--- src/rtl/lbed_pkg.sv ---
// ----------------------------------------------------------------------------
// lbed_pkg
// Shared types and constants of the ladder button event decoder: field
// widths, register indexes, event codes and controller states.
// ----------------------------------------------------------------------------
package lbed_pkg;

	// Default parameter values of the top level.
	localparam int DEF_MAX_BUTTONS = 8;
	localparam int DEF_ADC_BITS    = 12;

	// Fixed field widths.
	localparam int BTN_W      = 8;
	localparam int TIME_W     = 32;
	localparam int DELAY_W    = 16;
	localparam int NSAMP_W    = 8;
	localparam int TOL_W      = 12;
	localparam int CFG_ADDR_W = 3;
	localparam int CFG_DATA_W = 16;

	// Identifier that stands for "no button pressed".
	localparam logic [BTN_W-1:0] NO_BTN = 8'hFF;

	// Register reset values.
	localparam logic [DELAY_W-1:0] RST_DEBOUNCE      = 16'd50;
	localparam logic [DELAY_W-1:0] RST_HOLD_DELAY    = 16'd500;
	localparam logic [DELAY_W-1:0] RST_HOLD_INTERVAL = 16'd100;
	localparam logic [NSAMP_W-1:0] RST_NUM_SAMPLES   = 8'd4;
	localparam logic [TOL_W-1:0]   RST_TOLERANCE     = 12'd50;

	// Configuration register indexes.
	typedef enum logic [CFG_ADDR_W-1:0] {
		CFG_DEBOUNCE,
		CFG_HOLD_DELAY,
		CFG_HOLD_INTERVAL,
		CFG_NUM_SAMPLES,
		CFG_TOLERANCE
	} cfg_idx_t;

	// Event codes carried on the result channel.
	typedef enum logic [1:0] {
		EV_UP,
		EV_DOWN,
		EV_HELD
	} ev_kind_t;

	// Controller states.
	typedef enum logic [2:0] {
		ST_IDLE,
		ST_DIV,
		ST_SCAN,
		ST_DB,
		ST_HOLD,
		ST_EMIT
	} state_t;

endpackage

--- src/rtl/lbed_ifs.sv ---
// ----------------------------------------------------------------------------
// lbed channel interfaces
// Valid/ready channels of the decoder: command requests in, event requests
// out, and the configuration write channel.
// ----------------------------------------------------------------------------

// Command channel: samples (mode 0) and table appends (mode 1).
interface lbed_cmd_if #(
	parameter int ADC_BITS = lbed_pkg::DEF_ADC_BITS
);
	logic                         valid;
	logic                         ready;
	logic                         mode;
	logic [ADC_BITS-1:0]          adc_sample;
	logic [lbed_pkg::TIME_W-1:0]  now_ms;
	logic [lbed_pkg::BTN_W-1:0]   button_id;
	logic [ADC_BITS-1:0]          range_low;
	logic [ADC_BITS-1:0]          range_high;

	modport source (
		output valid, mode, adc_sample, now_ms, button_id, range_low, range_high,
		input  ready
	);
	modport sink (
		input  valid, mode, adc_sample, now_ms, button_id, range_low, range_high,
		output ready
	);
endinterface

// Event channel: released, pressed and held events.
interface lbed_evt_if;
	logic                       valid;
	logic                       ready;
	logic [1:0]                 event_kind;
	logic [lbed_pkg::BTN_W-1:0] event_button;
	logic                       last_event;

	modport source (
		output valid, event_kind, event_button, last_event,
		input  ready
	);
	modport sink (
		input  valid, event_kind, event_button, last_event,
		output ready
	);
endinterface

// Configuration write channel.
interface lbed_cfg_if;
	logic                            valid;
	logic                            ready;
	logic [lbed_pkg::CFG_ADDR_W-1:0] index;
	logic [lbed_pkg::CFG_DATA_W-1:0] data;

	modport source (
		output valid, index, data,
		input  ready
	);
	modport sink (
		input  valid, index, data,
		output ready
	);
endinterface

--- src/rtl/ladder_button_event_decoder.sv ---
// ----------------------------------------------------------------------------
// ladder_button_event_decoder
// Resistor ladder keypad decoder: sample averaging, table match, debounce,
// press, release, hold and auto-repeat events.
// ----------------------------------------------------------------------------
// Usage:
// Requests on cmd carry either a timestamped converter sample (mode 0) or a
// button table entry to append (mode 1). Events leave on evt, at most three
// per request, the final one marked by last_event. Registers are written on
// cfg, which is always ready; write only while the block is idle.
// cmd is ready whenever the controller is idle. A table append or a sample
// that does not complete a group is taken without leaving idle. A sample
// that completes a group passes through accept, the bit-serial divider, a
// scan of the table memory one entry per cycle up to the first match,
// debounce and hold evaluation, and the move of each event in turn into the
// output register. The output register holds the last event while the next
// request is taken; if evt stalls, the controller waits in its emit phase
// until the register frees. Reset restores register defaults, empties the
// table and clears debounce and hold state; table memory contents need no
// clearing.
// ----------------------------------------------------------------------------
module ladder_button_event_decoder #(
	parameter int MAX_BUTTONS = lbed_pkg::DEF_MAX_BUTTONS,
	parameter int ADC_BITS    = lbed_pkg::DEF_ADC_BITS
) (
	input  logic          clk,
	input  logic          arst_n,
	lbed_cmd_if.sink      cmd,
	lbed_evt_if.source    evt,
	lbed_cfg_if.sink      cfg
);
	import lbed_pkg::*;

	localparam int SUM_W  = ADC_BITS + NSAMP_W;
	localparam int CMP_W  = SUM_W + 2;
	localparam int CNT_W  = $clog2(MAX_BUTTONS + 1);
	localparam int IDX_W  = (MAX_BUTTONS > 1) ? $clog2(MAX_BUTTONS) : 1;
	localparam int DCNT_W = $clog2(SUM_W);

	typedef struct packed {
		logic [BTN_W-1:0]    id;
		logic [ADC_BITS-1:0] lo;
		logic [ADC_BITS-1:0] hi;
	} entry_t;

	// Configuration registers.
	logic [DELAY_W-1:0] debounce_q, hold_delay_q, hold_interval_q;
	logic [NSAMP_W-1:0] num_samples_q;
	logic [TOL_W-1:0]   tol_q;

	// Control and timing state.
	state_t             state_q, state_d;
	logic [SUM_W-1:0]   sum_q;
	logic [NSAMP_W-1:0] count_q;
	logic [BTN_W-1:0]   pending_q, stable_q;
	logic [TIME_W-1:0]  db_start_q, hold_start_q, last_rep_q;
	logic               held_q;
	logic [CNT_W-1:0]   entry_count_q;
	logic               rd_pend_q;
	logic               out_valid_q;

	// Working registers of one group.
	logic [SUM_W-1:0]   quo_q;
	logic [NSAMP_W-1:0] rem_q, divisor_q;
	logic [DCNT_W-1:0]  div_cnt_q;
	logic [TIME_W-1:0]  now_q;
	logic [CNT_W-1:0]   scan_idx_q;
	logic [BTN_W-1:0]   cur_q;
	entry_t             rd_q;
	ev_kind_t           ev_kind_q [3];
	logic [BTN_W-1:0]   ev_btn_q [3];
	logic [1:0]         ev_n_q, emit_idx_q;
	ev_kind_t           out_kind_q;
	logic [BTN_W-1:0]   out_btn_q;
	logic               out_last_q;

	// Button table memory.
	entry_t             mem [MAX_BUTTONS];

	// Accept and grouping.
	logic               cmd_fire, cfg_fire, tbl_wr, group_done;
	logic [SUM_W-1:0]   sum_next;
	logic [NSAMP_W-1:0] count_next, group;

	assign cmd.ready  = (state_q == ST_IDLE);
	assign cfg.ready  = 1'b1;
	assign cmd_fire   = cmd.valid && (state_q == ST_IDLE);
	assign cfg_fire   = cfg.valid;
	assign tbl_wr     = cmd_fire && cmd.mode && (entry_count_q < CNT_W'(MAX_BUTTONS));
	assign sum_next   = sum_q + SUM_W'(cmd.adc_sample);
	assign count_next = count_q + 1'b1;
	assign group      = (num_samples_q == '0) ? NSAMP_W'(1) : num_samples_q;
	assign group_done = (count_next >= group);

	// Divider step: shift in one dividend bit, subtract if it fits.
	logic [NSAMP_W:0]   div_shift, div_diff;
	logic               div_bit;

	assign div_shift = {rem_q, quo_q[SUM_W-1]};
	assign div_diff  = div_shift - {1'b0, divisor_q};
	assign div_bit   = !div_diff[NSAMP_W];

	// Table scan: signed range test against the widened bounds.
	logic               scan_issue, scan_hit;
	logic [IDX_W-1:0]   rd_addr;
	logic signed [CMP_W-1:0] avg_v, lo_v, hi_v;

	assign scan_issue = (scan_idx_q < entry_count_q);
	assign rd_addr    = scan_issue ? scan_idx_q[IDX_W-1:0] : '0;
	assign avg_v      = CMP_W'(quo_q);
	assign lo_v       = CMP_W'(rd_q.lo) - CMP_W'(tol_q);
	assign hi_v       = CMP_W'(rd_q.hi) + CMP_W'(tol_q);
	assign scan_hit   = rd_pend_q && (avg_v >= lo_v) && (avg_v <= hi_v);

	// Debounce decision.
	logic               db_fire, up_ev, down_ev;
	logic [TIME_W-1:0]  db_start_v, db_elapsed;

	assign db_start_v = (cur_q != pending_q) ? now_q : db_start_q;
	assign db_elapsed = now_q - db_start_v;
	assign db_fire    = (db_elapsed >= TIME_W'(debounce_q)) && (stable_q != cur_q);
	assign up_ev      = db_fire && (stable_q != NO_BTN);
	assign down_ev    = db_fire && (cur_q != NO_BTN);

	// Hold and repeat decision.
	logic               first_held, repeat_held, hold_emit;
	logic [TIME_W-1:0]  hold_elapsed, rep_elapsed;

	assign hold_elapsed = now_q - hold_start_q;
	assign rep_elapsed  = now_q - last_rep_q;
	assign first_held   = (stable_q != NO_BTN) && !held_q &&
		(hold_elapsed >= TIME_W'(hold_delay_q));
	assign repeat_held  = (stable_q != NO_BTN) && held_q && (hold_interval_q != '0) &&
		(rep_elapsed >= TIME_W'(hold_interval_q));
	assign hold_emit    = first_held || repeat_held;

	// Emit into the output register.
	logic               emit_load, emit_last;

	assign emit_last = (emit_idx_q == (ev_n_q - 2'd1));
	assign emit_load = (state_q == ST_EMIT) && (!out_valid_q || evt.ready);

	// Next state.
	always_comb begin
		state_d = state_q;
		case (state_q)
			ST_IDLE: begin
				if (cmd_fire && !cmd.mode && group_done) state_d = ST_DIV;
			end
			ST_DIV: begin
				if (div_cnt_q == '0) state_d = ST_SCAN;
			end
			ST_SCAN: begin
				if (scan_hit || !scan_issue) state_d = ST_DB;
			end
			ST_DB: state_d = ST_HOLD;
			ST_HOLD: begin
				state_d = ((ev_n_q != 2'd0) || hold_emit) ? ST_EMIT : ST_IDLE;
			end
			ST_EMIT: begin
				if (emit_load && emit_last) state_d = ST_IDLE;
			end
			default: state_d = ST_IDLE;
		endcase
	end

	// State register.
	always_ff @(posedge clk or negedge arst_n) begin
		if (!arst_n) begin
			state_q <= ST_IDLE;
		end else begin
			state_q <= state_d;
		end
	end

	// Configuration registers.
	always_ff @(posedge clk or negedge arst_n) begin
		if (!arst_n) begin
			debounce_q      <= RST_DEBOUNCE;
			hold_delay_q    <= RST_HOLD_DELAY;
			hold_interval_q <= RST_HOLD_INTERVAL;
			num_samples_q   <= RST_NUM_SAMPLES;
			tol_q           <= RST_TOLERANCE;
		end else if (cfg_fire) begin
			case (cfg.index)
				CFG_DEBOUNCE:      debounce_q      <= cfg.data[DELAY_W-1:0];
				CFG_HOLD_DELAY:    hold_delay_q    <= cfg.data[DELAY_W-1:0];
				CFG_HOLD_INTERVAL: hold_interval_q <= cfg.data[DELAY_W-1:0];
				CFG_NUM_SAMPLES:   num_samples_q   <= cfg.data[NSAMP_W-1:0];
				CFG_TOLERANCE:     tol_q           <= cfg.data[TOL_W-1:0];
				default: ;
			endcase
		end
	end

	// Table memory: appends in idle, one registered read per scan cycle.
	always_ff @(posedge clk) begin
		if (tbl_wr) begin
			mem[entry_count_q[IDX_W-1:0]] <= '{id: cmd.button_id, lo: cmd.range_low,
				hi: cmd.range_high};
		end
		rd_q <= mem[rd_addr];
	end

	// Control state: grouping, table fill, debounce, hold and repeat.
	always_ff @(posedge clk or negedge arst_n) begin
		if (!arst_n) begin
			sum_q         <= '0;
			count_q       <= '0;
			pending_q     <= NO_BTN;
			stable_q      <= NO_BTN;
			db_start_q    <= '0;
			hold_start_q  <= '0;
			held_q        <= 1'b0;
			last_rep_q    <= '0;
			entry_count_q <= '0;
			rd_pend_q     <= 1'b0;
		end else begin
			if (tbl_wr) entry_count_q <= entry_count_q + 1'b1;
			if (cmd_fire && !cmd.mode) begin
				sum_q   <= group_done ? '0 : sum_next;
				count_q <= group_done ? '0 : count_next;
			end
			rd_pend_q <= (state_q == ST_SCAN) && scan_issue;
			if (state_q == ST_DB) begin
				pending_q  <= cur_q;
				db_start_q <= db_start_v;
				if (db_fire) begin
					stable_q <= cur_q;
					held_q   <= 1'b0;
				end
				if (down_ev) hold_start_q <= now_q;
			end
			if (state_q == ST_HOLD) begin
				if (first_held) held_q <= 1'b1;
				if (hold_emit) last_rep_q <= now_q;
			end
		end
	end

	// Working registers of the divider, scan and event list.
	always_ff @(posedge clk) begin
		if (cmd_fire && !cmd.mode && group_done) begin
			quo_q     <= sum_next;
			rem_q     <= '0;
			divisor_q <= group;
			div_cnt_q <= DCNT_W'(SUM_W - 1);
			now_q     <= cmd.now_ms;
		end
		if (state_q == ST_DIV) begin
			quo_q     <= {quo_q[SUM_W-2:0], div_bit};
			rem_q     <= div_bit ? div_diff[NSAMP_W-1:0] : div_shift[NSAMP_W-1:0];
			div_cnt_q <= div_cnt_q - 1'b1;
			scan_idx_q <= '0;
		end
		if (state_q == ST_SCAN) begin
			if (scan_issue) scan_idx_q <= scan_idx_q + 1'b1;
			if (scan_hit) begin
				cur_q <= rd_q.id;
			end else if (!scan_issue) begin
				cur_q <= NO_BTN;
			end
		end
		if (state_q == ST_DB) begin
			ev_kind_q[0] <= up_ev ? EV_UP : EV_DOWN;
			ev_btn_q[0]  <= up_ev ? stable_q : cur_q;
			ev_kind_q[1] <= EV_DOWN;
			ev_btn_q[1]  <= cur_q;
			ev_n_q       <= {1'b0, up_ev} + {1'b0, down_ev};
			emit_idx_q   <= '0;
		end
		if ((state_q == ST_HOLD) && hold_emit) begin
			ev_kind_q[ev_n_q] <= EV_HELD;
			ev_btn_q[ev_n_q]  <= stable_q;
			ev_n_q            <= ev_n_q + 2'd1;
		end
		if (emit_load) begin
			out_kind_q <= ev_kind_q[emit_idx_q];
			out_btn_q  <= ev_btn_q[emit_idx_q];
			out_last_q <= emit_last;
			emit_idx_q <= emit_idx_q + 2'd1;
		end
	end

	// Output register valid.
	always_ff @(posedge clk or negedge arst_n) begin
		if (!arst_n) begin
			out_valid_q <= 1'b0;
		end else if (emit_load) begin
			out_valid_q <= 1'b1;
		end else if (evt.ready) begin
			out_valid_q <= 1'b0;
		end
	end

	assign evt.valid        = out_valid_q;
	assign evt.event_kind   = out_kind_q;
	assign evt.event_button = out_btn_q;
	assign evt.last_event   = out_last_q;

	// Requests are taken only by the idle controller.
	a_cmd_idle: assert property (@(posedge clk) disable iff (!arst_n)
		(cmd.valid && cmd.ready) |-> (state_q == ST_IDLE))
		else $error("command request taken while busy");

	// The table never holds more than its depth.
	a_tbl_bound: assert property (@(posedge clk) disable iff (!arst_n)
		entry_count_q <= CNT_W'(MAX_BUTTONS))
		else $error("table entry count beyond depth");

	// The no-button code never appears in an event.
	a_no_btn_evt: assert property (@(posedge clk) disable iff (!arst_n)
		evt.valid |-> (evt.event_button != NO_BTN))
		else $error("event for the no-button code");

	// The emit phase always has events to move.
	a_emit_nonempty: assert property (@(posedge clk) disable iff (!arst_n)
		(state_q == ST_EMIT) |-> (ev_n_q != 2'd0))
		else $error("emit phase with empty event list");

	// Loading the final event of a request returns the controller to idle.
	a_last_idle: assert property (@(posedge clk) disable iff (!arst_n)
		(emit_load && emit_last) |=> (state_q == ST_IDLE) && evt.valid && evt.last_event)
		else $error("final event did not close the request");

endmodule

--- src/flat_wrapper.sv ---
// flat-port wrapper written by rule: the top's interface ports become plain ports
module ladder_button_event_decoder_flat import lbed_pkg::*;
#(
	parameter int MAX_BUTTONS = lbed_pkg::DEF_MAX_BUTTONS,
	parameter int ADC_BITS    = lbed_pkg::DEF_ADC_BITS
)
  (clk, arst_n, cmd_valid, cmd_mode, cmd_adc_sample, cmd_now_ms, cmd_button_id, cmd_range_low, cmd_range_high, cmd_ready, evt_valid, evt_event_kind, evt_event_button, evt_last_event, evt_ready, cfg_valid, cfg_index, cfg_data, cfg_ready);
  lbed_cmd_if #(.ADC_BITS(ADC_BITS)) cmd_i ();
  lbed_evt_if evt_i ();
  lbed_cfg_if cfg_i ();
  input  logic clk;
  input  logic arst_n;
  input wire logic [$bits(cmd_i.valid)-1:0] cmd_valid;
  input wire logic [$bits(cmd_i.mode)-1:0] cmd_mode;
  input wire logic [$bits(cmd_i.adc_sample)-1:0] cmd_adc_sample;
  input wire logic [$bits(cmd_i.now_ms)-1:0] cmd_now_ms;
  input wire logic [$bits(cmd_i.button_id)-1:0] cmd_button_id;
  input wire logic [$bits(cmd_i.range_low)-1:0] cmd_range_low;
  input wire logic [$bits(cmd_i.range_high)-1:0] cmd_range_high;
  output wire logic [$bits(cmd_i.ready)-1:0] cmd_ready;
  output wire logic [$bits(evt_i.valid)-1:0] evt_valid;
  output wire logic [$bits(evt_i.event_kind)-1:0] evt_event_kind;
  output wire logic [$bits(evt_i.event_button)-1:0] evt_event_button;
  output wire logic [$bits(evt_i.last_event)-1:0] evt_last_event;
  input wire logic [$bits(evt_i.ready)-1:0] evt_ready;
  input wire logic [$bits(cfg_i.valid)-1:0] cfg_valid;
  input wire logic [$bits(cfg_i.index)-1:0] cfg_index;
  input wire logic [$bits(cfg_i.data)-1:0] cfg_data;
  output wire logic [$bits(cfg_i.ready)-1:0] cfg_ready;
  assign cmd_i.valid = cmd_valid;
  assign cmd_i.mode = cmd_mode;
  assign cmd_i.adc_sample = cmd_adc_sample;
  assign cmd_i.now_ms = cmd_now_ms;
  assign cmd_i.button_id = cmd_button_id;
  assign cmd_i.range_low = cmd_range_low;
  assign cmd_i.range_high = cmd_range_high;
  assign cmd_ready = cmd_i.ready;
  assign evt_valid = evt_i.valid;
  assign evt_event_kind = evt_i.event_kind;
  assign evt_event_button = evt_i.event_button;
  assign evt_last_event = evt_i.last_event;
  assign evt_i.ready = evt_ready;
  assign cfg_i.valid = cfg_valid;
  assign cfg_i.index = cfg_index;
  assign cfg_i.data = cfg_data;
  assign cfg_ready = cfg_i.ready;
  ladder_button_event_decoder #(.MAX_BUTTONS(MAX_BUTTONS), .ADC_BITS(ADC_BITS)) u_core (.clk(clk), .arst_n(arst_n), .cmd(cmd_i), .evt(evt_i), .cfg(cfg_i));
endmodule
--- config.mk ---
export PLATFORM = sky130hd
export DESIGN_NAME = ladder_button_event_decoder_flat
export DESIGN_NICKNAME = d
export VERILOG_FILES = /design/src/rtl/lbed_pkg.sv /design/src/rtl/lbed_ifs.sv /design/src/rtl/ladder_button_event_decoder.sv /design/src/flat_wrapper.sv
export SDC_FILE = /design/constraint.sdc
export NUM_CORES = 1
export LEC_CHECK = 0
export ABC_AREA = 1
export CAP_MARGIN = 20
export CORE_ASPECT_RATIO = 0.75
export CORE_UTILIZATION = 55
export DETAILED_ROUTE_END_ITERATION = 8
export DONT_BUFFER_PORTS = 1
export PLACE_DENSITY = 0.79
export SYNTH_ARGS = -nofsm -noshare
export SYNTH_HDL_FRONTEND = slang
export SYNTH_SLANG_ARGS = --single-unit
--- constraint.sdc ---
create_clock -name clk -period 11.68 [get_ports clk]
set_input_delay 1.168 -clock clk [delete_from_list [all_inputs] [get_ports clk]]
set_output_delay 1.168 -clock clk [all_outputs]
set_load 0.01 [all_outputs]
# After elaboration in Yosys (flattened, before gate mapping)
# Memory sizes are Yosys's and may differ from the RTL's. A register that Yosys moved wholly into a read port is not among the register bits.
# Cells that the tools add are included.
# totals
register_bits,308
mem_bits_rw,286
inputBits,101
output_inout_bits,14
word_cells,169
memories,3
# op_classes
n_addsub,15
magnitude_cmp,8
n_eq_ne,19
muxes,47
reduce_logical,50
# mem_list
name,depth,word_bits,rd,rd_ports_with_merged_regs,write_ports,line_no,text
u_core.mem,8,32,1,1,1,ladder_button_event_decoder.sv:78,entry_t mem [MAX_BUTTONS];
u_core.ev_btn_q,3,8,1,1,2,ladder_button_event_decoder.sv:71,logic [BTN_W-1:0] ev_btn_q [3];
u_core.ev_kind_q,3,2,1,1,2,ladder_button_event_decoder.sv:70,ev_kind_t ev_kind_q [3];
# ops
operator,count
$ge A32 B16 Y1,3
$sub A32 B32 Y32,3
$mux W8,9
$mux W20,3
$mux W32,1
$ge A21 B22 Y1,1
$le A21 B22 Y1,1
$add A20 B12 Y20,1
$logic_and A1 B1 Y1,19
$mux W3,6
$pmux W3 S6,1
$reduce_and A2 Y1,9
$ne A8 B8 Y1,2
$ne A8 B8 Y1 const B,2
$reduce_bool A16 Y1,1
$mux W1,15
$mux W2,7
$add A12 B12 Y13,1
$sub A12 B12 Y13,1
$eq A3 B2 Y1 const B,4
$mux W4,3
$mux W5,2
$reduce_bool A2 Y1,5
$eq A3 B3 Y1 const B,3
other kinds (22),36

# Logic depth before layout (Yosys ltp)
# Gate-level depths: netlist (run 1).
# logic_depth
depth_word,10
mapped_depth,37
ltp_nobuf,34

# Worst setup path after synthesis (run 1)
# OpenSTA, ideal clock, no wires.
# synth_timing
path_type,register -> register
from,register u_core.tol_q[1]
to,"register u_core.cur_q[0], enable pin"
setup_ns,0.370
t_arrival_ns,4.246
t_required_ns,11.310
setup_slack_ns,7.064
stages_incl_launch_ff,29
n_path_buf,0
period_less_slack_ns,4.616
cell_sequence,dfstp_2 -> inv_1 -> ha_1 -> inv_1 -> o31ai_1 -> a21oi_1 -> nor2_1 -> nor2_1 -> o21ai_0 -> a21oi_1 -> o21bai_1 -> a21oi_1 -> nor2_1 -> nor2_1 -> xor2_1 -> ha_1 -> nand3_1 -> nor3_1 -> nand2_1 -> o2111ai_1 -> nand3_1 -> o21a_1 -> o21ai_0 -> nand3_1 -> nand4_1 -> nand2_1 -> nor2_1 -> nor2_1 -> nor2_1
# synth_between
elab_chain_cells,6
elab_cells_between_ends,8
cone_classes,add/sub: 2; order compare: 2; eq/ne: 1; reduce/logical: 3
# synth_rtl
item,line_no,text
start: declaration,ladder_button_event_decoder.sv:49,logic [TOL_W-1:0] tol_q;
start signal: assignment,ladder_button_event_decoder.sv:190,CFG_TOLERANCE: tol_q <= cfg.data[TOL_W-1:0];
$sub A12 B12 Y13,ladder_button_event_decoder.sv:111,assign lo_v = CMP_W'(rd_q.lo) - CMP_W'(tol_q);
$ge A21 B22 Y1,ladder_button_event_decoder.sv:113,assign scan_hit = rd_pend_q && (avg_v >= lo_v) && (avg_v <= hi_v);
$logic_and A1 B1 Y1,ladder_button_event_decoder.sv:113,
$logic_and A1 B1 Y1 *,ladder_button_event_decoder.sv:113,
$ne A2 B2 Y1 (no source line) *,n/a,
$reduce_and A2 Y1 (no source line) *,n/a,
end signal: assignment,ladder_button_event_decoder.sv:259,cur_q <= rd_q.id;
end: declaration,ladder_button_event_decoder.sv:68,logic [BTN_W-1:0] cur_q;
# Mark *: on every way between the ends. The rest lies on a longest branch, timed or not.
# A chain may end at the register's enable or synchronous reset.

# Worst setup path in the final report (run 1)
# layout_timing
from,register u_core.cur_q[0]
to,register u_core.hold_start_q[3]
# layout_between
elab_chain_cells,7
elab_cells_between_ends,9
cone_classes,add/sub: 1; order compare: 1; eq/ne: 3; mux: 1; reduce/logical: 3
# layout_rtl
item,line_no,text
$ne A8 B8 Y1,ladder_button_event_decoder.sv:119,assign db_start_v = (cur_q != pending_q) ? now_q : db_start_q;
$mux W32,ladder_button_event_decoder.sv:119,
$sub A32 B32 Y32,ladder_button_event_decoder.sv:120,assign db_elapsed = now_q - db_start_v;
$ge A32 B16 Y1,ladder_button_event_decoder.sv:121,assign db_fire = (db_elapsed >= TIME_W'(debounce_q)) && (stable_q != cur_q);
$logic_and A1 B1 Y1,ladder_button_event_decoder.sv:121,
$logic_and A1 B1 Y1 *,ladder_button_event_decoder.sv:123,assign down_ev = db_fire && (cur_q != NO_BTN);
$reduce_and A2 Y1 (no source line) *,n/a,
end signal: assignment,ladder_button_event_decoder.sv:232,if (down_ev) hold_start_q <= now_q;
end: declaration,ladder_button_event_decoder.sv:56,"logic [TIME_W-1:0] db_start_q, hold_start_q, last_rep_q;"
# Marks and branches as above.

==> flow_summary.html, run 1 <==
<table>
<tr><th>Metric</th><th>Value</th></tr>
<tr><th colspan="2">Floorplanning</th></tr>
<tr><td>Core area</td><td>~0.063 mm2</td></tr>
<tr><td>Total die area</td><td>around 0.065 mm2</td></tr>
<tr><td>X dimension of the die</td><td>293.8 um</td></tr>
<tr><td>Starting density of the core</td><td>~56%</td></tr>
<tr><td>I/O pin count</td><td>between 100 and 150</td></tr>
<tr><td>Placement Rows</td><td>79</td></tr>
<tr><td>Chip height</td><td>220.8 um</td></tr>
<tr><th colspan="2">Global routing</th></tr>
<tr><td>Global-route wire length before repair</td><td>~140000 um</td></tr>
<tr><td>GRT Total Usage</td><td>27.15%</td></tr>
<tr><td>Sum of overflow across all layers after global routing</td><td>0</td></tr>
<tr><td>Antenna violations before repair</td><td>1</td></tr>
<tr><td>Via count of the first global-routing pass</td><td>about 25000</td></tr>
<tr><td>Largest net degree at the start of global routing</td><td>between 200 and 250</td></tr>
<tr><th colspan="2">Power and ir drop</th></tr>
<tr><td>Power per standard cell area</td><td>224.6 mW/mm2</td></tr>
<tr><td>LEAKAGE</td><td>between 0.015 and 0.02 uW</td></tr>
<tr><td>Maximum vdd drop</td><td>0.0001505 V</td></tr>
<tr><td>Post-layout power</td><td>roughly 8500 uW</td></tr>
<tr><th colspan="2">Clocking</th></tr>
<tr><td>CTS Buf Count</td><td>approximately 60</td></tr>
<tr><td>Clk slew on worst S/H paths</td><td>about 70 ps</td></tr>
<tr><td>Number of buffers inserted by post-CTS setup repair</td><td>0</td></tr>
<tr><td>Number of hold buffers added after CTS</td><td>0</td></tr>
<tr><td>H-tree levels</td><td>2</td></tr>
<tr><td>CTS tree</td><td>built</td></tr>
<tr><td>Num Clock Sinks</td><td>642</td></tr>
<tr><td>Clock latency reported for the late side of the worst-skew pair</td><td>roughly 690 ps</td></tr>
<tr><td>Number of resized instances in the post-cts repair step</td><td>0</td></tr>
<tr><td>Clk root buf</td><td>clkbuf_16</td></tr>
<tr><td>Number of buffers on the longest clock path</td><td>3</td></tr>
<tr><th colspan="2">Drt</th></tr>
<tr><td>DR pass1 iterations</td><td>8</td></tr>
<tr><td>Average wire per cell in the routed design</td><td>~19 um</td></tr>
<tr><td>Total vias in the final route</td><td>between 20000 and 30000</td></tr>
<tr><td>Ratio of routed vias to standard cells</td><td>~5.8</td></tr>
<tr><td>Remaining DRCs</td><td>0</td></tr>
<tr><td>Final antenna-violating net count</td><td>0</td></tr>
<tr><td>Number of DRC markers in iteration 0</td><td>between 2000 and 3000</td></tr>
<tr><td>Detailed Route WL</td><td>between 80000 and 90000 um</td></tr>
<tr><th colspan="2">Synthesis</th></tr>
<tr><td>Library cell occupying the most area in the post-synthesis netlist</td><td>edfxtp_1</td></tr>
<tr><td>Ys flop type</td><td>edfxtp_1</td></tr>
<tr><td>Number of warnings issued by yosys</td><td>0</td></tr>
<tr><td>Post-Syn Nets</td><td>just over 4000</td></tr>
<tr><td>Fraction of the yosys area taken by sequential cells</td><td>roughly half</td></tr>
<tr><td>Synth Register Bits</td><td>between 600 and 700</td></tr>
<tr><td>Share of synthesized registers carrying an async set or reset</td><td>around a third</td></tr>
<tr><td>Post-Synthesis Cell Area</td><td>around 0.035 mm2</td></tr>
<tr><td>Syn Area/Cell</td><td>9.346 um2</td></tr>
<tr><td>Ranking of synthesized cells by area</td><td>edfxtp_1 33%, dfrtp_1 13%, ha_1 8.1%</td></tr>
<tr><td>Yosys cell types</td><td>between 60 and 70</td></tr>
<tr><td>Synthesized netlist cell count</td><td>about 3800</td></tr>
<tr><td>Number of synthesized flops with an enable pin</td><td>between 300 and 400</td></tr>
<tr><td>Area share of the largest cell type after synthesis</td><td>between 30% and 40%</td></tr>
<tr><th colspan="2">Critical path</th></tr>
<tr><td>Worst reg2reg path endpoint</td><td>u_core.hold_start_q[3]</td></tr>
<tr><td>Most repeated library cell on the critical path</td><td>nand2_1</td></tr>
<tr><td>Critical Path Max Stage Delay</td><td>670 ps</td></tr>
<tr><td>Crit Path Class</td><td>reg2reg</td></tr>
<tr><td>Crit path capture type</td><td>flop</td></tr>
<tr><td>Reg-to-reg slack, setup</td><td>5920 ps</td></tr>
<tr><td>Worst Path Arrival</td><td>about 6300 ps</td></tr>
<tr><td>Startpoint of the worst-slack reg-to-reg timing path</td><td>u_core.cur_q[0]</td></tr>
<tr><td>Worst-path cell with the longest stage delay</td><td>buf_4</td></tr>
<tr><td>CP required</td><td>around 12000 ps</td></tr>
<tr><td>Crit start category</td><td>flop</td></tr>
<tr><td>Depth of the most critical reg-to-reg path</td><td>31</td></tr>
<tr><td>Critical path fanouts, max</td><td>56</td></tr>
<tr><th colspan="2">Layout</th></tr>
<tr><td>Fraction of layout cells with a size suffix above 1</td><td>10.81%</td></tr>
<tr><td>Commonest cells after routing, fill and taps aside</td><td>714 x nand2_1, 472 x inv_1, 384 x edfxtp_1, 326 x o21ai_0, 228 x ha_1</td></tr>
<tr><td>Final-stage net count</td><td>4055</td></tr>
<tr><td>Share of the core filled with cells in the final layout</td><td>about three fifths</td></tr>
<tr><td>Leading cell type in the layout, fill and taps excluded</td><td>nand2_1</td></tr>
<tr><td>Growth of design area from synthesis to finish</td><td>8.315%</td></tr>
<tr><th colspan="2">Timing</th></tr>
<tr><td>Worst Hold Margin</td><td>around 270 ps</td></tr>
<tr><td>Slew at the pin closest to its max-slew limit</td><td>approximately 1100 ps</td></tr>
<tr><td>PnR worst setup slack</td><td>5923 ps</td></tr>
<tr><td>Unrepaired setup endpoints after global routing</td><td>false</td></tr>
<tr><td>Number of hold-slack violations in the final timing report</td><td>0</td></tr>
<tr><td>Time the final worst path needs with I/O delays and setup</td><td>5757 ps</td></tr>
<tr><td>Post-route setup TNS</td><td>0 ps</td></tr>
<tr><td>Final clock period utilization by the worst path</td><td>about half</td></tr>
<tr><td>F_max</td><td>173.7 MHz</td></tr>
<tr><td>Final setup violation count</td><td>0</td></tr>
<tr><td>Worst Skew</td><td>68.46 ps</td></tr>
<tr><td>Worst rel slew slack</td><td>26.63%</td></tr>
<tr><td>Number of pins exceeding their max-slew limit in the final report</td><td>0</td></tr>
<tr><th colspan="2">Placed design</th></tr>
<tr><td>Total half-perimeter wirelength after legalization and detailed placement</td><td>between 60000 and 70000 um</td></tr>
<tr><td>Worst slack, placed</td><td>6018 ps</td></tr>
<tr><td>GPL Wtd Cong</td><td>0.9972</td></tr>
<tr><td># port buffers</td><td>0</td></tr>
<tr><th colspan="2">Status</th></tr>
<tr><td>Outcome</td><td>completed</td></tr>
<tr><th colspan="2">Worst hold path</th></tr>
<tr><td>Worst hold path type</td><td>in2async</td></tr>
<tr><th colspan="2">Flow run</th></tr>
<tr><td>Max Cap Violations</td><td>0</td></tr>
</table>
## layer usage
layer	global-route usage, %	up-vias	share of wire [%]
met3	6.227	133	11
met5	0	-	0.015
li1	-	12788	-
met2	38.50	1207	42
met4	6.704	2	2.0
met1	41.79	12663	45
## Yosys cell counts (15+ instances only)
master / instances
nand3_2: 15
dfrtp_1: 186
nor2_1: 223
nand3_1: 119
edfxtp_1: 384
xor2_1: 86
inv_1: 474
inv_2: 18
nor3_1: 34
dfstp_2: 32
o21ai_2: 38
o211ai_1: 42
clkbuf_1: 95
nand2_1: 715
dfxtp_1: 40
nand2_2: 41
ha_1: 228
or2_2: 100
xnor2_1: 40
o221ai_1: 66
nor4_1: 17
o21ai_0: 326
nand4_1: 28
a32oi_1: 32
a31oi_1: 46
a21oi_1: 196
## per-stage QoR
stage | std cells | area (um2)
floorplan | 3758 | 35120
global placement | 4506 | 35860
detailed placement | 4506 | 35860
CTS | 4622 | 38030
global route | 4623 | 38040
finish | 4624 | 38040
## sequential cells by signal (all words and copies together) (netlist names), 16 cells and up
| signal | flops |
|---|---|
| u_core.mem | 256 |
| u_core.db_start_q | 32 |
| u_core.ev_btn_q | 32 |
| u_core.hold_start_q | 32 |
| u_core.last_rep_q | 32 |
| u_core.now_q | 32 |
| u_core.rd_q | 32 |
| u_core.quo_q | 20 |
| u_core.sum_q | 20 |
| u_core.debounce_q | 16 |
| u_core.hold_delay_q | 16 |
| u_core.hold_interval_q | 16 |
## area by class of cell
type | instances | area, um2
fill | 4978 | 24530
clock inverter | 35 | 414.1
tap | 850 | 1064
clock buffer | 81 | 1758
timing repair buffer | 22 | 165.2
inverter | 493 | 1852
multi-input combinational | 2500 | 14960
antenna | 1 | 2.502
sequential | 642 | 17830
## worst max path at each step
stage,start,endpoint,slack [ps],depth (start not counted)
6_report,u_core.cur_q[0],u_core.hold_start_q[3],5920,31
3_3_place_gp,u_core.pending_q[6],u_core.hold_start_q[3],6140,31
3_5_place_dp,u_core.cur_q[0],u_core.hold_start_q[0],6020,30
4_1_cts,u_core.pending_q[6],u_core.hold_start_q[3],5990,32
2_1_floorplan,u_core.tol_q[1],u_core.cur_q[0],7060,28
5_1_grt,u_core.cur_q[5],u_core.hold_start_q[2],5450,31
## logic make-up after synthesis
logic type / after synthesis / synth area share, %
compound gates: 825 / 14.19
xor+xnor: 126 / 3.142
fa+ha+maj: 234 / 8.465
buf+inv: 616 / 6.908
flops: 642 / 50.76
mux: 2 / 0.05700
other cells: 1 / 0.01068
simple gates: 1312 / 16.47
## where the power goes
group	internal, uW	total, uW	switching, uW
clock network	1180	2090	907
registers	2820	3090	274
logic	1230	3360	2140
## critical path, delay by kind of cell (launching register included)
family          cells  cell delay (ps)
compound gates      4              470
xor+xnor            1              170
fa+ha+maj           2              660
buf+inv             5             1300
flops               1              510
simple gates       19             2500
Note: power is estimated with default switching activity, not from simulation.
==> run 2, diff against run 1 <==
Settings changed: ABC_AREA 1 to 0, PLACE_DENSITY 0.79 to 0.82.
Clock period 11.68 ns to 4.64 ns, I/O delays scaled along.
==> run 2 against run 1 <==
Compared with the run above: the run now ends with negative hold slack, negative setup slack left; sequential power grew 130%; wire length grew 20%; maximum frequency shrank 8.0%; sequential share of layout area shrank 6.0 points; critical path depth shrank 4; synthesized cell count shrank 5.5%; critical endpoint is now u_core.ev_n_q[0]; largest cell class unchanged; largest power group is now registers.
==> flow_summary.html, run 2 <==
<table>
<tr><th>Metric</th><th>Value</th></tr>
<tr><th colspan="2">Layout</th></tr>
<tr><td>Share of the core filled with cells in the final layout</td><td>68.18% (+7.4 points)</td></tr>
<tr><td>Final-stage net count</td><td>4305 (+6.2%)</td></tr>
<tr><td>Fraction of layout cells with a size suffix above 1</td><td>21.58% (+11 points)</td></tr>
<tr><td>Largest register FFs</td><td>256 (unchanged)</td></tr>
<tr><td>Final Non-Filler Cells</td><td>4892 (+5.8%)</td></tr>
<tr><td>Commonest cells after routing, fill and taps aside</td><td>418 x nand2_1, 417 x buf_4, 384 x edfxtp_1, 332 x o21ai_0, 216 x ha_1</td></tr>
<tr><td>Leading cell type in the layout, fill and taps excluded</td><td>nand2_1</td></tr>
<tr><td>Growth of design area from synthesis to finish</td><td>21.66%</td></tr>
<tr><th colspan="2">Power and ir drop</th></tr>
<tr><td>LEAKAGE</td><td>0.01803 uW (+13%)</td></tr>
<tr><td>Maximum vdd drop</td><td>0.0003583 V (+140%)</td></tr>
<tr><td>Power per standard cell area</td><td>417.1 mW/mm2 (+86%)</td></tr>
<tr><th colspan="2">Floorplanning</th></tr>
<tr><td>Chip height</td><td>223.3 um (+1.1%)</td></tr>
<tr><td>Placement Rows</td><td>80 (+1.3%)</td></tr>
<tr><td>Core area</td><td>0.06406 mm2 (+2.4%)</td></tr>
<tr><td>I/O pin count</td><td>115 (unchanged)</td></tr>
<tr><td>X dimension of the die</td><td>297.0 um (+1.1%)</td></tr>
<tr><td>Total die area</td><td>0.06631 mm2 (+2.2%)</td></tr>
<tr><td>Starting density of the core</td><td>56.04% (-0.091 points)</td></tr>
<tr><th colspan="2">Synthesis</th></tr>
<tr><td>Yosys cell types</td><td>100 (+59%)</td></tr>
<tr><td>List of most frequent post-synthesis cells</td><td>426 x nand2_1, 384 x edfxtp_1, 377 x o21ai_0, 228 x ha_1, 215 x inv_1</td></tr>
<tr><td>Number of synthesized flops with an enable pin</td><td>384 (unchanged)</td></tr>
<tr><td>Ys flop type</td><td>edfxtp_1</td></tr>
<tr><td>Synth Register Bits</td><td>642 (unchanged)</td></tr>
<tr><td>Area share of the largest cell type after synthesis</td><td>32.12% (-0.71 points)</td></tr>
<tr><td>Library cell occupying the most area in the post-synthesis netlist</td><td>edfxtp_1</td></tr>
<tr><td>Most common cell in the netlist</td><td>nand2_1</td></tr>
<tr><td>Post-Synthesis Cell Area</td><td>0.03590 mm2 (+2.2%)</td></tr>
<tr><td>Number of warnings issued by yosys</td><td>0 (unchanged)</td></tr>
<tr><td>Post-Syn Nets</td><td>3886 (-5.1%)</td></tr>
<tr><td>Share of synthesized registers carrying an async set or reset</td><td>33.96% (unchanged)</td></tr>
<tr><td>Syn Area/Cell</td><td>10.11 um2 (+8.2%)</td></tr>
<tr><td>Synthesized netlist cell count</td><td>3551 (-5.5%)</td></tr>
<tr><td>Ranking of synthesized cells by area</td><td>edfxtp_1 32%, dfrtp_1 13%, ha_1 7.9%</td></tr>
<tr><td>Fraction of the yosys area taken by sequential cells</td><td>49.66% (-1.1 points)</td></tr>
<tr><th colspan="2">Critical path</th></tr>
<tr><td>Critical path fanouts, max</td><td>5 (-91%)</td></tr>
<tr><td>Crit path capture type</td><td>flop</td></tr>
<tr><td>Crit Path Class</td><td>reg2reg</td></tr>
<tr><td>CP required</td><td>5020 ps (-7220 ps)</td></tr>
<tr><td>Worst Path Arrival</td><td>6640 ps (+320 ps)</td></tr>
<tr><td>Crit start category</td><td>flop</td></tr>
<tr><th colspan="2">Clocking</th></tr>
<tr><td>CTS Buf Count</td><td>61 (unchanged)</td></tr>
<tr><td>Number of buffers on the longest clock path</td><td>3 (unchanged)</td></tr>
<tr><td>CTS tree</td><td>built</td></tr>
<tr><td>Clk root buf</td><td>clkbuf_16</td></tr>
<tr><td>Num Clock Sinks</td><td>642 (unchanged)</td></tr>
<tr><td>Clock latency reported for the late side of the worst-skew pair</td><td>670 ps (-20 ps)</td></tr>
<tr><td>Clk slew on worst S/H paths</td><td>70 ps (about the same)</td></tr>
<tr><td>H-tree levels</td><td>2 (unchanged)</td></tr>
<tr><td>Number of hold buffers added after CTS</td><td>80 (+80)</td></tr>
<tr><th colspan="2">Timing</th></tr>
<tr><td>Number of pins exceeding their max-slew limit in the final report</td><td>0 (unchanged)</td></tr>
<tr><td>PnR worst setup slack</td><td>-1615 ps (-7539 ps)</td></tr>
<tr><td>Time the final worst path needs with I/O delays and setup</td><td>6255 ps (+498.6 ps)</td></tr>
<tr><td>Final clock period utilization by the worst path</td><td>134.8% (+86 points)</td></tr>
<tr><td>Final setup violation count</td><td>131 (+131)</td></tr>
<tr><td>Unrepaired setup endpoints after global routing</td><td>true</td></tr>
<tr><td>F_max</td><td>159.9 MHz (-8.0%)</td></tr>
<tr><td>Worst rel slew slack</td><td>22.48% (-4.2 points)</td></tr>
<tr><td>Worst Hold Margin</td><td>-454.1 ps (-724.8 ps)</td></tr>
<tr><td>Number of hold-slack violations in the final timing report</td><td>209 (+209)</td></tr>
<tr><td>Slew at the pin closest to its max-slew limit</td><td>1159 ps (+58.17 ps)</td></tr>
<tr><td>Worst Skew</td><td>47.49 ps (-20.97 ps)</td></tr>
<tr><th colspan="2">Drt</th></tr>
<tr><td>DR pass1 iterations</td><td>6 (-2)</td></tr>
<tr><td>Ratio of routed vias to standard cells</td><td>6.225 (+7.4%)</td></tr>
<tr><td>Number of DRC markers in iteration 0</td><td>3943 (+38%)</td></tr>
<tr><td>Final antenna-violating net count</td><td>0 (unchanged)</td></tr>
<tr><td>Detailed Route WL</td><td>107100 um (+20%)</td></tr>
<tr><td>Remaining DRCs</td><td>0 (unchanged)</td></tr>
<tr><td>Total vias in the final route</td><td>30453 (+14%)</td></tr>
<tr><td>Average wire per cell in the routed design</td><td>21.88 um (+14%)</td></tr>
<tr><th colspan="2">Global routing</th></tr>
<tr><td>Largest net degree at the start of global routing</td><td>219 (unchanged)</td></tr>
<tr><td>GR met3 Demand/Resource</td><td>6.641% (+0.41 points)</td></tr>
<tr><td>Gr busiest metal</td><td>met2</td></tr>
<tr><td>Sum of overflow across all layers after global routing</td><td>0 (unchanged)</td></tr>
<tr><td>Via count of the first global-routing pass</td><td>29173 (+18%)</td></tr>
<tr><td>Global-route wire length before repair</td><td>161500 um (+17%)</td></tr>
<tr><td>Routing usage on met2</td><td>45.64% (+7.1 points)</td></tr>
<tr><td>GRT met1 Usage</td><td>45.28% (+3.5 points)</td></tr>
<tr><td>GRT Total Usage</td><td>30.93% (+3.8 points)</td></tr>
<tr><td>Antenna violations before repair</td><td>12 (+11)</td></tr>
<tr><th colspan="2">Status</th></tr>
<tr><td>Failing checks</td><td>negative hold slack, negative setup slack</td></tr>
<tr><td>Outcome</td><td>finished with violations</td></tr>
<tr><th colspan="2">Placed design</th></tr>
<tr><td>Post-Place Cells</td><td>4638 (+2.9%)</td></tr>
<tr><td># port buffers</td><td>0 (unchanged)</td></tr>
<tr><td>Total half-perimeter wirelength after legalization and detailed placement</td><td>70940 um (+14%)</td></tr>
<tr><td>GPL Wtd Cong</td><td>1.012 (+1.5%)</td></tr>
<tr><th colspan="2">Worst hold path</th></tr>
<tr><td>Worst hold path type</td><td>in2async</td></tr>
<tr><th colspan="2">Flow run</th></tr>
<tr><td>Max Cap Violations</td><td>0 (unchanged)</td></tr>
</table>
[run 2: cell count changes after synthesis, sizes merged, moves of 31 or more]
cell / delta
nor2b: +36
nand2b: +39
a21o: +66
inv: -277
xnor2: +34
or2: -83
nand2: -331
mux2: +83
o221ai: -57
nor2: -35
a32oi: -31
mux2i: +38
clkbuf: +46
[run 2: critical path, cell delays in order, from the launching register on]
cell	delay [ps]
dfstp_2	590
xnor2_2	170
nand4_1	190
nor2_2	190
nand2_1	90
o21ai_2	100
ha_4	220
nand2_2	70
a221oi_2	320
and3_4	260
nor3_2	50
a22o_1	250
a32oi_1	210
nor2_1	70
a211oi_2	140
ha_1	280
a21o_1	170
a21o_1	160
a21oi_2	110
nor2_1	60
or4_4	530
a21oi_2	110
o221a_2	170
nand4_1	80
or4_4	590
and3b_2	270
ha_4	230
mux2_4	250
[run 2: what timing repair did]
action,in CTS,in global routing
resized for setup,103,81
setup endpoints to repair,147,147
hold endpoints to repair,573,218
pin swaps,32,39
gates cloned,4,0
setup buffers,33,11
[run 2: final timing paths]
check                                             endpoint  depth (start not counted)  slack (ps)                    from
worst max register to register            u_core.ev_n_q[0]                         27       -1620     u_core.pending_q[4]
min in group clk                u_core.hold_interval_q[10]                          2          20            cfg_data[10]
max in group asynchronous          u_core.hold_start_q[26]                          0        4530                  arst_n
worst min register to register      u_core.ev_kind_q[1][1]                          2         470  u_core.ev_kind_q[1][1]
worst min-delay path                 u_core.last_rep_q[26]                          0        -450                  arst_n
worst max-delay path                      u_core.ev_n_q[0]                         27       -1620     u_core.pending_q[4]
[run 2: cell families after synthesis]
logic type / after synthesis / synth area share [%]
AOI/OAI and AO/OA: 938 / 16.07
xor gates and xnor gates: 131 / 3.196
adders and majority gates: 239 / 8.427
buffers and inverters: 392 / 4.259
DFF: 642 / 49.66
muxes: 131 / 4.304
other: 1 / 0.01045
and+or+nand+nor: 1077 / 14.07
[run 2: per-layer routing]
layer | up-vias | wire length, um | share of wire, %
met5 | - | 69 | 0.064
met4 | 12 | 3599 | 3.4
met3 | 314 | 13230 | 12
met2 | 1859 | 45910 | 43
met1 | 14538 | 44250 | 41
li1 | 13730 | - | -
[run 2: through the flow]
step           setup TNS [ps]  worst slack [ps]  power [uW]  hold WS (ps)  area, um2
5_1_grt               -146270             -1824       19100        -471.9      43670
4_1_cts               -102810             -1399       17900        -509.5      43270
3_3_place_gp          -109750             -1332       12180         189.9      39660
6_report              -119750             -1615       18220        -454.1      43680
3_5_place_dp          -130050             -1507       12430         189.2      39660
2_1_floorplan          -66600             -1550       10830         168.4      36150
[run 2: layout make-up]
type / count / area [um2]
clock inverters: 39 / 401.6
multi-input cells: 2518 / 17390
fillers: 4424 / 20390
clock buffers: 77 / 1678
diodes: 8 / 20.02
repair buffers: 532 / 4472
well taps: 861 / 1077
inverters: 215 / 807.0
flip-flops and latches: 642 / 17830
[run 2: report_power, final]
part	internal, uW	total (uW)	switching, uW
Clock	2780	5160	2380
Combinational	2590	5820	3230
Sequential	6800	7240	442
Total	12200	18200	6050
